### config.mk
export PLATFORM = sky130hd
export DESIGN_NAME = wtpd_ram
export DESIGN_NICKNAME = d
export VERILOG_FILES = /design/src/hw/rtl/wtpd_ram.sv
export SDC_FILE = /design/constraint.sdc
export NUM_CORES = 1
export LEC_CHECK = 0
export BUFFER_PORTS_ARGS = -buffer_cell sky130_fd_sc_hd__buf_2
export CORE_AREA = 2 2 147 149
export DETAILED_ROUTE_END_ITERATION = 7
export DIE_AREA = 0 0 149 151
export SETUP_SLACK_MARGIN = 0.3
export SLEW_MARGIN = 5
export SYNTH_ARGS = -nofsm -noshare
export SYNTH_HDL_FRONTEND = slang
export SYNTH_SLANG_ARGS = --single-unit
### constraint.sdc
create_clock -name clk -period 1.5 [get_ports clk]
set_input_delay 0.075 -clock clk [delete_from_list [all_inputs] [get_ports clk]]
set_output_delay 0.075 -clock clk [all_outputs]
set_load 0.05 [all_outputs]
### src/hw/rtl/wtpd_ram.sv
// Generic single-write, single-read RAM with a registered read port.
// No dependencies.
module wtpd_ram #(
    parameter int WIDTH = 8,
    parameter int DEPTH = 16
) (
    input  logic                     clk,
    input  logic                     we,
    input  logic [$clog2(DEPTH)-1:0] waddr,
    input  logic [WIDTH-1:0]         wdata,
    input  logic [$clog2(DEPTH)-1:0] raddr,
    output logic [WIDTH-1:0]         rdata
);

    logic [WIDTH-1:0] mem [DEPTH];

    // Write port and registered read port.
    always_ff @(posedge clk)
    begin
        if (we)
        begin
            mem[waddr] <= wdata;
        end
        rdata <= mem[raddr];
    end

endmodule
After elaboration in Yosys (flattened, before gate mapping)
Memories as Yosys holds them, arrays and structs flattened. A register that Yosys moved wholly into a read port is not among the register bits.
Cells that the tools add are included.
{"block": "word_totals", "ram_bits": 128, "mem_count": 1, "regBits": 0, "input_bits": 18}
{"memory": "mem", "words": 16, "word_bits": 8, "rd": 1, "rd_clocked_by_memory_dff": 1, "wr": 1, "line": "15", "text": "logic [WIDTH-1:0] mem [DEPTH];"}
{"block": "classes", "muxes": 2}
{"cell": "$mux W1", "n": 2}

Longest topological paths before layout
{"block": "depth", "ltp_word": 2, "depth_mapped": 5, "depth_no_buf": 3}

Least setup slack after synthesis
OpenSTA, ideal clock, no wires.
{"block": "synth_path", "path_type": "input to register", "start": "in waddr[2]", "end": "mem mem[0][0], enable pin", "path_stages": 2, "setup_time_ps": 383, "arrival_time_ps": 1185, "n_path_buf": 0, "required_time_ps": 1117, "path_slack_ps": -68, "cell_sequence": "or3b_2 > nor3_1"}
{"element": "from (decl)", "line": "9", "text": "input logic [$clog2(DEPTH)-1:0] waddr,"}
{"element": "to (decl)", "line": "15"}
No word-level cell before the write port.

==> qor.txt <==
Worst Clk Skew: 0.004860 ns
GP Congestion: 0.7414
largest net degree at the start of global routing: 33
Slew HR: 63.72%
outcome: completed
Clock Path Buffers: 2
Netlist cell types: 19
Hold Vio Cnt, Final: 0
Clock transition at path regs: 0.05 ns
FP Rows: 53
RSZ-0062 raised after global routing: yes
Reg power frac: 46.1%
Seq. cell area: 4004 um2
initial antenna violation count: 0
Post-Place Cells: 551
Boundary Pins: 26
Worst IR Drop VDD: 0.8581 mV
Worst setup EP type: flip-flop
clk_lat worst skew: 0.41 ns
Post-CTS Hold Fix Bufs: 0
Post-CTS Setup Repair Bufs: 0
Max-cap violations: 0
# port buffers: 25
Seq/Total Area, Yosys: 77.78%
Die X-Extent: 149 um
first-pass GRT wire length: 16.05 mm
# DRC: 0
Critical Path RT: 1.79 ns
power per cell area: 1430 nW/um2
Starting Density: 24.72%
Vias: 2489
Slew Limit Fails: 0
ANT cells: 0
crit path kind: reg -> reg
area taken by multi-input logic gates: 1091 um2
internal power: 7.498 mW
CP startpoint kind: flip-flop
grt ovf: 0
Post-Syn Area: 5147 um2
vias in the first global route: 2661
DRT Wirelength: 10.54 mm
post-route setup slack: 0.1849 ns
worst slack, placed: -0.04133 ns
Final setup viols: 0
CP max FO: 1
core area: 20820 um2
Layout Cells excl Fill: 583
Vias/cell: 4.269
Final ANT Viol Nets: 0
Final TNS setup: 0 ns
CTS Sinks: 136
GRT Util Overall: 10.07%
Area Growth Syn to Fin: 26.30%
FMAX: 0.7604 GHz
Worst Path Arrival: 1.61 ns
mean post-synth cell area: 22.48 um2
share of cells above drive strength 1: 40.91%
CTS tree: built
YS warnings: 0
clock power share: 48.2%
Synth Register Bits: 136
wire per inst: 18.08 um
P_leak: 2.155 nW
Syn Inst Count: 229
Net Sw Frac: 19.32%
min Tclk post-route: 1.315 ns
die area: 22500 um2
DRT Pass-1 Iters: 4
Sw Pwr: 1.796 mW
Die Height: 151 um
syn_nets: 247
root buf cell: clkbuf_16
Logic pwr share: 5.7%
fill count: 2023
H-tree levels: 4
Min-Delay Path Class: in -> reg
Nets: 313
Final Cycle Share: 87.67%
slew of the pin with the lowest slew margin: 0.5442 ns
TritonCTS Buffers: 17
initial DRC count: 187
dpl hpwl: 7.064 mm
==> kinds of logic after synthesis <==
family                 synth area share (%)
buffers and inverters                 1.677
AO/OA/AOI/OAI                         2.334
multiplexers                          15.02
flip-flops                            77.78
AND/OR/NAND/NOR                       3.184
==> synthesized netlist by cell type <==
master           number  share of area (%)
buf_4                 1               0.15
nor2_1               13               0.95
dfxtp_1               8                3.1
or3b_2                1               0.17
mux4_1               14                7.1
mux4_2               18                7.9
clkdlybuf4s25_2       3               0.58
and2b_1               1               0.15
nand3_1               1              0.097
buf_6                 3               0.66
nand2b_1              2               0.24
buf_2                 3               0.29
a22oi_1              16                2.3
nand3b_1              2               0.29
nor2b_1               1               0.12
nand2_1               9               0.66
and2_1                1               0.12
nor3_1                4               0.39
edfxtp_1            128                 75
==> routing by layer <==
layer  wire length, um  part of all wire (%)  global-route usage (%)  up-vias
met1              4713                    45                   13.61     1300
met2              4997                    47                   15.58       84
met5                 0                     0                       0        -
met3               750                   7.1                   3.072        9
met4                79                  0.75                   3.286        0
li1                  -                     -                       -     1096
==> through the flow <==
| step | total power [mW] | utilization [%] | hold slack, ns | cell area (um2) |
|---|---|---|---|---|
| after detailed placement | 4.880 | 28.10 | 0.4755 | 5852 |
| after floorplan | 4.657 | - | 0.1739 | 5186 |
| final | 9.294 | 31.22 | 0.04685 | 6501 |
| after global routing | 9.566 | 31.22 | 0.05199 | 6501 |
| after CTS | 9.369 | 31.23 | 0.03938 | 6502 |
| after global placement | 4.864 | 28.10 | 0.4543 | 5852 |
==> final cells by class <==
type / instances / area share, %
Multi-Input combinational cell: 83 / 16.78
Sequential cell: 136 / 61.59
Clock inverter: 7 / 2.560
Timing Repair Buffer: 57 / 6.467
Tap cell: 275 / 5.293
Clock buffer: 25 / 7.313
==> power groups by stage <==
stage,clock network [mW],logic [mW],registers (mW)
global placement,0,0.506,4.36
global route,4.70,0.574,4.29
detailed placement,0,0.518,4.36
finish,4.48,0.533,4.28
floorplan,0,0.222,4.43
CTS,4.54,0.541,4.29
==> timing repair <==
| item | 4_1_cts | 5_1_grt |
|---|---|---|
| resized for setup | 18 | 2 |
| pin swaps | 11 | 2 |
| setup endpoints to repair | 9 | 9 |
==> state kept, by name, summed over array words and instances (netlist names) <==
signal  cells
mem       128
rdata       8
==> worst max-delay path, cell delays in order, from the launching register on <==
cell and delay [ns]:
edfxtp_1 0.38, mux4_2 0.53, a22oi_2 0.21, nand2_1 0.08
==> placed cells by master, fill, tap and decap left out, types with 2 or more instances in the layout <==
master     instances
mux4_2            28
nand2_1            9
mux4_1             4
a22oi_2            8
buf_4             29
buf_12             4
buf_2             23
bufinv_16          5
a22oi_1            8
nor2_2             3
clkbuf_1           6
nor3_2             2
nand2b_1           2
clkbuf_8           2
edfxtp_1         128
clkbuf_16         17
dfxtp_1            8
nor2_1            10
nand3b_1           2
==> worst paths after layout <==
check,cells after the start,slack (ns),to,startpoint
setup reg to reg,3,0.18,rdata[4],mem[7][4]
setup / recovery,3,0.18,rdata[4],mem[7][4]
hold / removal,1,0.05,mem[4][5],wdata[5]
hold reg to reg,3,0.68,rdata[4],mem[11][4]
Note: power is estimated with default switching activity, not from simulation.
